### src/sv/ede_pkg.sv
// shared types and constants for the edit distance engine
`timescale 1ns / 1ps

package ede_pkg;

   // command codes of an input transaction
   localparam logic CMD_APPEND = 1'b0;
   localparam logic CMD_SECOND = 1'b1;

   // width and ceiling of the reported distance
   localparam int DIST_W = 6;
   localparam logic [DIST_W-1:0] DIST_MAX = 6'd63;

   // token handed from one cell to the next
   typedef struct packed {
      logic       valid;     // carries a second-string byte that updates the row
      logic       last;      // marks the end of the second string
      logic [7:0] char_val;  // the second-string byte
   } ede_tok_type;

   // control broadcast from the top level to every cell
   typedef struct packed {
      logic       clear;     // restore the initial row and drop tokens
      logic       write;     // store an appended first-string byte
      logic [7:0] wr_char;   // byte to store
   } ede_ctrl_type;

endpackage

### src/sv/ede_if.sv
// request and response channel interfaces of the edit distance engine
`timescale 1ns / 1ps

interface ede_req_if;
   logic       valid;
   logic       ready;
   logic       command;
   logic [7:0] character;
   logic       is_last;

   modport source (output valid, output command, output character, output is_last,
                   input ready);
   modport sink (input valid, input command, input character, input is_last,
                 output ready);
endinterface

interface ede_rsp_if;
   logic       valid;
   logic       ready;
   logic [5:0] distance;
   logic       overflow;

   modport source (output valid, output distance, output overflow, input ready);
   modport sink (input valid, input distance, input overflow, output ready);
endinterface

### src/sv/edit_distance_engine_core.sv
// top level of the edit distance engine: control, source stage and chain of cells
//
//   port       dir   transaction
//   req_port   in    command, character, is_last
//   rsp_port   out   distance, overflow
//
// appends and second-string bytes are taken one per cycle until a last byte is taken.
// a byte marked last travels the cell chain; the result is found when it reaches the
// cell of the final first-string byte and passes through the hold register.
// there is one cell per first-string byte, which sets how far the last byte goes.
// the request side reopens once the result moves into the response register, so it
// stalls longer only while an earlier response still waits there.
// reset is synchronous and active high; it empties both strings.
`timescale 1ns / 1ps

module edit_distance_engine_core #(
   parameter int MAX_LEN = 32
) (
   input  logic      clock,
   input  logic      reset,
   ede_req_if.sink   req_port,
   ede_rsp_if.source rsp_port
);

   localparam int LW = $clog2(MAX_LEN + 1);
   localparam int SW = LW + ede_pkg::DIST_W;

   logic [LW-1:0]        first_length_ff, first_length_in;
   logic [LW-1:0]        second_length_ff, second_length_in;
   logic                 exceeded_ff, exceeded_in;
   logic                 busy_ff, busy_in;
   logic                 hold_valid_ff, hold_valid_in;
   logic [LW-1:0]        hold_dist_ff, hold_dist_in;
   logic                 hold_ovf_ff, hold_ovf_in;
   logic                 rsp_valid_ff, rsp_valid_in;
   logic [5:0]           rsp_dist_ff, rsp_dist_in;
   logic                 rsp_ovf_ff, rsp_ovf_in;
   ede_pkg::ede_tok_type src_tok_ff, src_tok_in;
   logic [LW-1:0]        src_new_ff, src_new_in;
   logic [LW-1:0]        src_diag_ff, src_diag_in;

   ede_pkg::ede_ctrl_type ctrl;
   ede_pkg::ede_tok_type  tok [0:MAX_LEN];
   logic [LW-1:0]         new_val [0:MAX_LEN];
   logic [LW-1:0]         diag_val [0:MAX_LEN];
   logic [LW-1:0]         row_val [0:MAX_LEN];
   logic [MAX_LEN:0]      done_vec;

   logic                  accept;
   logic                  hold_move;
   logic                  done_any;
   logic [LW-1:0]         done_dist;
   logic [SW-1:0]         wide_dist;

   assign accept    = req_port.valid && !busy_ff;
   assign hold_move = hold_valid_ff && (!rsp_valid_ff || rsp_port.ready);

   // source stage feeds the chain as row entry zero
   assign tok[0]      = src_tok_ff;
   assign new_val[0]  = src_new_ff;
   assign diag_val[0] = src_diag_ff;
   assign row_val[0]  = second_length_ff;
   assign done_vec[0] = src_tok_ff.last && (first_length_ff == '0);

   // chain of cells, one per first-string position
   for (genvar j = 1; j <= MAX_LEN; j++) begin : g_cell
      ede_cell #(
         .INDEX (j),
         .LW    (LW)
      ) u_cell (
         .clock        (clock),
         .reset        (reset),
         .ctrl         (ctrl),
         .first_length (first_length_ff),
         .in_tok       (tok[j-1]),
         .in_new       (new_val[j-1]),
         .in_diag      (diag_val[j-1]),
         .out_tok      (tok[j]),
         .out_new      (new_val[j]),
         .out_diag     (diag_val[j]),
         .row_val      (row_val[j]),
         .done         (done_vec[j])
      );
   end

   // pick the row entry of the final cell when the last token reaches it
   always_comb begin
      done_any  = 1'b0;
      done_dist = '0;
      for (int k = 0; k <= MAX_LEN; k++) begin
         done_any  = done_any | done_vec[k];
         done_dist = done_dist | (done_vec[k] ? row_val[k] : '0);
      end
   end

   // broadcast control to the cells
   always_comb begin
      ctrl.clear   = done_any;
      ctrl.write   = accept && (req_port.command == ede_pkg::CMD_APPEND) &&
                     (second_length_ff == '0) && (first_length_ff < LW'(MAX_LEN));
      ctrl.wr_char = req_port.character;
   end

   // request decode and string bookkeeping
   always_comb begin
      first_length_in  = first_length_ff;
      second_length_in = second_length_ff;
      exceeded_in      = exceeded_ff;
      busy_in          = busy_ff;
      src_tok_in       = '0;
      src_new_in       = second_length_ff + LW'(1);
      src_diag_in      = second_length_ff;

      if (accept) begin
         if (req_port.command == ede_pkg::CMD_APPEND) begin
            if (second_length_ff == '0) begin
               if (first_length_ff < LW'(MAX_LEN)) begin
                  first_length_in = first_length_ff + LW'(1);
               end else begin
                  exceeded_in = 1'b1;
               end
            end
         end else begin
            src_tok_in.last     = req_port.is_last;
            src_tok_in.char_val = req_port.character;
            if (second_length_ff < LW'(MAX_LEN)) begin
               src_tok_in.valid = 1'b1;
               second_length_in = second_length_ff + LW'(1);
            end else begin
               exceeded_in = 1'b1;
            end
            if (req_port.is_last) begin
               busy_in = 1'b1;
            end
         end
      end

      // result found: empty both strings
      if (done_any) begin
         first_length_in  = '0;
         second_length_in = '0;
         exceeded_in      = 1'b0;
      end

      if (hold_move) begin
         busy_in = 1'b0;
      end
   end

   // result hold and response register
   always_comb begin
      wide_dist     = SW'(done_dist);
      hold_valid_in = hold_valid_ff;
      hold_dist_in  = hold_dist_ff;
      hold_ovf_in   = hold_ovf_ff;
      rsp_valid_in  = rsp_valid_ff;
      rsp_dist_in   = rsp_dist_ff;
      rsp_ovf_in    = rsp_ovf_ff;

      if (rsp_valid_ff && rsp_port.ready) begin
         rsp_valid_in = 1'b0;
      end
      if (hold_move) begin
         hold_valid_in = 1'b0;
         rsp_valid_in  = 1'b1;
         wide_dist     = SW'(hold_dist_ff);
         rsp_dist_in   = (wide_dist > SW'(ede_pkg::DIST_MAX)) ? ede_pkg::DIST_MAX :
                         wide_dist[5:0];
         rsp_ovf_in    = hold_ovf_ff;
      end
      if (done_any) begin
         hold_valid_in = 1'b1;
         hold_dist_in  = done_dist;
         hold_ovf_in   = exceeded_ff;
      end
   end

   // control registers
   always_ff @(posedge clock) begin
      if (reset) begin
         first_length_ff  <= '0;
         second_length_ff <= '0;
         exceeded_ff      <= 1'b0;
         busy_ff          <= 1'b0;
         hold_valid_ff    <= 1'b0;
         rsp_valid_ff     <= 1'b0;
         src_tok_ff       <= '0;
      end else begin
         first_length_ff  <= first_length_in;
         second_length_ff <= second_length_in;
         exceeded_ff      <= exceeded_in;
         busy_ff          <= busy_in;
         hold_valid_ff    <= hold_valid_in;
         rsp_valid_ff     <= rsp_valid_in;
         src_tok_ff       <= src_tok_in;
      end
   end

   // payload registers
   always_ff @(posedge clock) begin
      hold_dist_ff <= hold_dist_in;
      hold_ovf_ff  <= hold_ovf_in;
      rsp_dist_ff  <= rsp_dist_in;
      rsp_ovf_ff   <= rsp_ovf_in;
      src_new_ff   <= src_new_in;
      src_diag_ff  <= src_diag_in;
   end

   assign req_port.ready    = !busy_ff;
   assign rsp_port.valid    = rsp_valid_ff;
   assign rsp_port.distance = rsp_dist_ff;
   assign rsp_port.overflow = rsp_ovf_ff;

   // only the final cell can report the end of a second string
   assert property (@(posedge clock) disable iff (reset) $onehot0(done_vec))
      else $error("more than one cell reported a result");

   // a result only appears while a last byte is outstanding
   assert property (@(posedge clock) disable iff (reset) done_any |-> busy_ff)
      else $error("result found with no last byte outstanding");

   // the held result keeps the request side closed
   assert property (@(posedge clock) disable iff (reset) hold_valid_ff |-> busy_ff)
      else $error("held result without busy");

   // both strings are empty after a result
   assert property (@(posedge clock) disable iff (reset)
      done_any |=> (first_length_ff == '0) && (second_length_ff == '0))
      else $error("strings not cleared after result");

endmodule

### src/sv/ede_cell.sv
// one cell of the systolic row: holds one first-string byte and one row entry
`timescale 1ns / 1ps

module ede_cell #(
   parameter int INDEX = 1,
   parameter int LW = 6
) (
   input  logic                 clock,
   input  logic                 reset,
   input  ede_pkg::ede_ctrl_type ctrl,
   input  logic [LW-1:0]        first_length,
   input  ede_pkg::ede_tok_type in_tok,
   input  logic [LW-1:0]        in_new,
   input  logic [LW-1:0]        in_diag,
   output ede_pkg::ede_tok_type out_tok,
   output logic [LW-1:0]        out_new,
   output logic [LW-1:0]        out_diag,
   output logic [LW-1:0]        row_val,
   output logic                 done
);

   logic [7:0]           char_ff;
   logic [LW-1:0]        row_ff;
   ede_pkg::ede_tok_type tok_ff;
   logic [LW-1:0]        new_ff;
   logic [LW-1:0]        diag_ff;

   logic                 cost;
   logic [LW:0]          above_p1;
   logic [LW:0]          left_p1;
   logic [LW:0]          diag_pc;
   logic [LW:0]          least;
   logic [LW-1:0]        row_in;

   // unit-cost recurrence: min of delete, insert and substitute
   always_comb begin
      cost     = (char_ff != in_tok.char_val);
      above_p1 = {1'b0, row_ff} + (LW+1)'(1);
      left_p1  = {1'b0, in_new} + (LW+1)'(1);
      diag_pc  = {1'b0, in_diag} + (LW+1)'(cost);
      least    = above_p1;
      if (left_p1 < least) begin
         least = left_p1;
      end
      if (diag_pc < least) begin
         least = diag_pc;
      end
      row_in = least[LW-1:0];
   end

   // row entry and token hand-off
   always_ff @(posedge clock) begin
      if (reset || ctrl.clear) begin
         row_ff <= LW'(INDEX);
         tok_ff <= '0;
      end else begin
         if (in_tok.valid) begin
            row_ff <= row_in;
         end
         tok_ff <= in_tok;
      end
   end

   // token payload, passed along with the flags
   always_ff @(posedge clock) begin
      new_ff  <= row_in;
      diag_ff <= row_ff;
   end

   // first-string byte, written when this cell is the next free position
   always_ff @(posedge clock) begin
      if (ctrl.write && (first_length == LW'(INDEX - 1))) begin
         char_ff <= ctrl.wr_char;
      end
   end

   assign out_tok  = tok_ff;
   assign out_new  = new_ff;
   assign out_diag = diag_ff;
   assign row_val  = row_ff;
   assign done     = tok_ff.last && (first_length == LW'(INDEX));

endmodule
### src/flat_wrapper.sv
// flat-port wrapper written by rule: the top's interface ports become plain ports
module edit_distance_engine_core_flat 
#(
   parameter int MAX_LEN = 32
)
  (clock, reset, req_port_valid, req_port_command, req_port_character, req_port_is_last, req_port_ready, rsp_port_valid, rsp_port_distance, rsp_port_overflow, rsp_port_ready);
  ede_req_if req_port_i ();
  ede_rsp_if rsp_port_i ();
  input  logic clock;
  input  logic reset;
  input wire logic [$bits(req_port_i.valid)-1:0] req_port_valid;
  input wire logic [$bits(req_port_i.command)-1:0] req_port_command;
  input wire logic [$bits(req_port_i.character)-1:0] req_port_character;
  input wire logic [$bits(req_port_i.is_last)-1:0] req_port_is_last;
  output wire logic [$bits(req_port_i.ready)-1:0] req_port_ready;
  output wire logic [$bits(rsp_port_i.valid)-1:0] rsp_port_valid;
  output wire logic [$bits(rsp_port_i.distance)-1:0] rsp_port_distance;
  output wire logic [$bits(rsp_port_i.overflow)-1:0] rsp_port_overflow;
  input wire logic [$bits(rsp_port_i.ready)-1:0] rsp_port_ready;
  assign req_port_i.valid = req_port_valid;
  assign req_port_i.command = req_port_command;
  assign req_port_i.character = req_port_character;
  assign req_port_i.is_last = req_port_is_last;
  assign req_port_ready = req_port_i.ready;
  assign rsp_port_valid = rsp_port_i.valid;
  assign rsp_port_distance = rsp_port_i.distance;
  assign rsp_port_overflow = rsp_port_i.overflow;
  assign rsp_port_i.ready = rsp_port_ready;
  edit_distance_engine_core #(.MAX_LEN(MAX_LEN)) u_core (.clock(clock), .reset(reset), .req_port(req_port_i), .rsp_port(rsp_port_i));
endmodule
### config.mk
export PLATFORM = sky130hd
export DESIGN_NAME = edit_distance_engine_core_flat
export DESIGN_NICKNAME = d
export VERILOG_FILES = /design/src/sv/ede_pkg.sv /design/src/sv/ede_if.sv /design/src/sv/edit_distance_engine_core.sv /design/src/sv/ede_cell.sv /design/src/flat_wrapper.sv
export SDC_FILE = /design/constraint.sdc
export NUM_CORES = 2
export LEC_CHECK = 0
export BUFFER_PORTS_ARGS = -buffer_cell sky130_fd_sc_hd__buf_2
export CORE_UTILIZATION = 69
export DETAILED_ROUTE_END_ITERATION = 8
export PLACE_DENSITY = 0.86
export SETUP_SLACK_MARGIN = 0.3
export SLEW_MARGIN = 20
export SYNTH_ARGS = -nofsm -noshare
export SYNTH_HDL_FRONTEND = slang
export SYNTH_SLANG_ARGS = --single-unit
### constraint.sdc
create_clock -name clock -period 8.6 [get_ports clock]
set_input_delay 1.72 -clock clock [delete_from_list [all_inputs] [get_ports clock]]
set_output_delay 1.72 -clock clock [all_outputs]
set_load 0.01 [all_outputs]
==> flow_metrics.env <==
export IMPL_outcome="completed"
export IMPL_syn_avg_cell_area_um2=9.890
export IMPL_finalCritPeriodShare_pct=64.23
export IMPL_fill_cells=5626
export IMPL_instances_no_fill=7249
export IMPL_setup_tns_ps=0
export IMPL_cts_tree="yes"
export IMPL_yosysWarnings=0
export IMPL_crit_path_max_fanout=13
export IMPL_path_class="reg2reg"
export IMPL_setup_violations=0
export IMPL_drt_wl_total_mm=162.7
export IMPL_final_common_cell="dfxtp_1"
export IMPL_max_cap_violations=0
export IMPL_crit_chain="ha_1 > and3_1 > xnor2_1 > ha_1 > a21o_1 > a21o_1 > a221oi_2 > mux2_2 > ha_1 > a21oi_1 > o21ai_0 > nand2b_1 > o21ai_0 > a31oi_1 > mux2_2 > a21bo_2"
export IMPL_start_util_pct=69.73
export IMPL_cts_root_buf="clkbuf_16"
export IMPL_reg2reg_depth=16
export IMPL_row_count=107
export IMPL_cts_max_level=3
export IMPL_ys_ff_latch=1183
export IMPL_path_delay_family="compound AO/OA/AOI/OAI gates"
export IMPL_via_per_inst=6.297
export IMPL_ctsResizeCount=0
export IMPL_drc=0
export IMPL_grt_antenna_before_repair=9
export IMPL_cp_num_buf_inv=0
export IMPL_register_area_um2=26390
export IMPL_dpl_cell_count=7031
export IMPL_p_per_area_nw_per_um2=310.5
export IMPL_path_clk_slew_ps=70
export IMPL_postSynthNetCount=6535
export IMPL_slew_viol_final=0
export IMPL_die_w_um=295.3
export IMPL_min_path_type="reg2reg"
export IMPL_required_ps=9210
export IMPL_async_flop_share_pct=0
export IMPL_ant_nets=0
export IMPL_holdPathStages=0
export IMPL_yosysSeqAreaShare_pct=44.44
export IMPL_ir_drop_v=0.0002688
export IMPL_overflow=0
export IMPL_clockBufferDepth=3
export IMPL_cpMaxStageDelayCell="a31oi_1"
export IMPL_gp_congestion=1.080
export IMPL_clkSinkCount=1183
export IMPL_placed_cell_area_um2=60480
export IMPL_vias=45650
export IMPL_mostFrequentLayoutCells="dfxtp_1 (913), xor2_1 (521), ha_1 (518)"
export IMPL_ioPinCount=23
export IMPL_worstSetupEndpointType="register"
export IMPL_io_buffers=22
export IMPL_multi_input_area_um2=31250
export IMPL_timing_critical_path_depth=16
export IMPL_finalNetCount=6536
export IMPL_synthCells=6003
export IMPL_die_area_um2=87220
export IMPL_grt_pass1_vias=44790
export IMPL_grtUsageTotal_pct=36.84
export IMPL_ys_flop_type="dfxtp_1"
export IMPL_final_area_um2=64560
export IMPL_p_leak_nw=27.30
export IMPL_drt_pass1_iter_count=7
export IMPL_hold_viol=0
export IMPL_skew_ps=83.45
export IMPL_tightest_slew_ps=1071
export IMPL_hold_buffers=0
export IMPL_slowest_delay_ps=810
export IMPL_post_cts_buffers=0
export IMPL_cts_buffers=113
export IMPL_coreArea_um2=85150
export IMPL_drive_gt1_share_pct=6.521
export IMPL_rsz0062_at_grt="false"
export IMPL_place_hpwl_mm=115.2
export IMPL_drtIter0Drc=3676
export IMPL_dieHeight_um=295.3
export IMPL_slew_headroom_pct=28.24
export IMPL_fmax_ghz=0.1810
export IMPL_worstSetupStartpointType="register"
export IMPL_path_common_cell="ha_1"
export IMPL_synthDistinctLibCells=72
export IMPL_synth_edf_count=270
export IMPL_min_period_ps=5524
export IMPL_wire_per_inst_um=22.45
export IMPL_grt_pass1_wl_mm=248.9
export IMPL_finalPower_mw=20.04
export IMPL_critPathArrivalTime_ps=6130
export IMPL_grt_start_max_net_pins=315
export IMPL_fin_hold_ws_ps=415.0
export IMPL_clk_latency_ps=740
export IMPL_area_growth_syn_to_layout_pct=8.737
export IMPL_netlist_area_um2=59370
==> area by class of cell <==
| class | instances | share of cell area, % |
|---|---|---|
| repair buffers | 49 | 0.5427 |
| clock buffers | 168 | 5.076 |
| flip-flops and latches | 1183 | 40.87 |
| diodes | 2 | 0.007752 |
| well taps | 1144 | 2.217 |
| multi-input cells | 4359 | 48.41 |
| clock inverters | 46 | 1.143 |
| inverters | 298 | 1.733 |
==> worst paths after layout <==
path,start,to,slack (ps)
worst max-delay path,u_core.g_cell[6].u_cell.row_val[0],u_core.g_cell[6].u_cell.row_val[1],3080
worst min-delay path,u_core.second_length_ff[1],u_core.src_diag_ff[1],410
worst max register to register,u_core.g_cell[6].u_cell.row_val[0],u_core.g_cell[6].u_cell.row_val[1],3080
worst min register to register,u_core.second_length_ff[1],u_core.src_diag_ff[1],410
==> worst register-to-register path, stage by stage, from the launching register on <==
cell and delay, ps:
dfxtp_1 560, ha_1 260, and3_1 210, xnor2_1 160, ha_1 280, a21o_1 160, a21o_1 180, a221oi_2 620
mux2_2 450, ha_1 330, a21oi_1 80, o21ai_0 310, nand2b_1 210, o21ai_0 160, a31oi_1 810, mux2_2 440
a21bo_2 210
==> Yosys cell counts (9+ instances only) <==
cell type / count / area share (%)
a21bo_2: 36 / 0.61
xor2_1: 521 / 7.7
and2_1: 347 / 3.7
dfxtp_1: 913 / 31
a31oi_1: 63 / 0.66
a21o_1: 66 / 0.83
o31ai_1: 13 / 0.16
buf_2: 32 / 0.27
inv_1: 289 / 1.8
a22o_1: 12 / 0.18
edfxtp_1: 270 / 14
o21ba_2: 9 / 0.15
xnor2_1: 131 / 1.9
ha_1: 518 / 11
a22oi_1: 70 / 0.89
nand3b_1: 43 / 0.54
nand2_1: 403 / 2.5
mux2i_1: 87 / 1.5
and4_1: 17 / 0.25
nor2_1: 351 / 2.2
nor2b_1: 55 / 0.58
nor4_1: 79 / 0.83
a311oi_1: 10 / 0.15
mux2_2: 97 / 1.8
nand3_1: 354 / 3.0
a211oi_1: 27 / 0.34
a211o_1: 12 / 0.18
a41oi_1: 28 / 0.41
and3_1: 184 / 1.9
nor3_1: 12 / 0.10
o2111ai_1: 15 / 0.22
o211a_1: 16 / 0.27
clkbuf_1: 123 / 0.78
a2111o_1: 23 / 0.44
a311o_1: 19 / 0.32
nand4_1: 28 / 0.30
nand2b_1: 66 / 0.70
o21ai_0: 178 / 1.5
or2_2: 12 / 0.13
o21a_1: 14 / 0.18
a221oi_1: 20 / 0.30
or3_1: 11 / 0.12
clkinv_1: 9 / 0.057
a21oi_1: 330 / 2.8
==> per-stage QoR <==
step,utilization (%),setup WS [ps]
4_1_cts,75.74,3192
3_5_place_dp,71.03,3391
3_3_place_gp,71.01,3417
6_report,75.82,3076
5_1_grt,75.82,2744
2_1_floorplan,-,4126
==> power by group <==
part	leakage [nW]	total (mW)	switching, mW	internal [mW]
combinational	15.5	8.40	4.96	3.45
clock	1.95	5.31	2.23	3.08
sequential	9.83	6.33	0.275	6.05
==> kinds of logic (layout without fill, tap and decap cells) <==
kind of cell               count (synthesis)  after routing  share of synthesized area [%]
AOI/OAI and AO/OA                       1026           1026                          11.58
xor gates and xnor gates                 652            652                          9.618
adders and majority gates                518            518                          10.92
buffers and inverters                    461            561                          2.995
DFF                                     1183           1183                          44.44
muxes                                    184            184                          3.307
other                                      0              2                              0
and+or+nand+nor                         1979           1979                          17.14
==> flip-flops by register name, summed over array words and instances (netlist names) <==
| register | count |
|---|---|
| u_core.busy_ff | 1 |
| u_core.exceeded_ff | 1 |
| u_core.first_length_ff | 6 |
| u_core.g_cell.u_cell.char_ff | 256 |
| u_core.g_cell.u_cell.out_diag | 186 |
| u_core.g_cell.u_cell.out_new | 186 |
| u_core.g_cell.u_cell.out_tok | 311 |
| u_core.g_cell.u_cell.row_val | 192 |
| u_core.hold_dist_ff | 6 |
| u_core.hold_ovf_ff | 1 |
| u_core.hold_valid_ff | 1 |
| u_core.rsp_port.distance | 6 |
| u_core.rsp_port.overflow | 1 |
| u_core.rsp_port.valid | 1 |
| u_core.second_length_ff | 6 |
| u_core.src_diag_ff | 6 |
| u_core.src_new_ff | 6 |
| u_core.src_tok_ff | 10 |
==> layer usage <==
layer | global-route usage (%) | vias up | routed length, um | part of all wire (%)
met4 | 22.14 | 6 | 10380 | 6.4
met2 | 60.89 | 2046 | 75210 | 46
met5 | 0 | - | 80 | 0.049
met1 | 44.79 | 21720 | 63960 | 39
li1 | - | 21300 | - | -
met3 | 6.811 | 574 | 13100 | 8.0
Note: power is estimated with default switching activity, not from simulation.
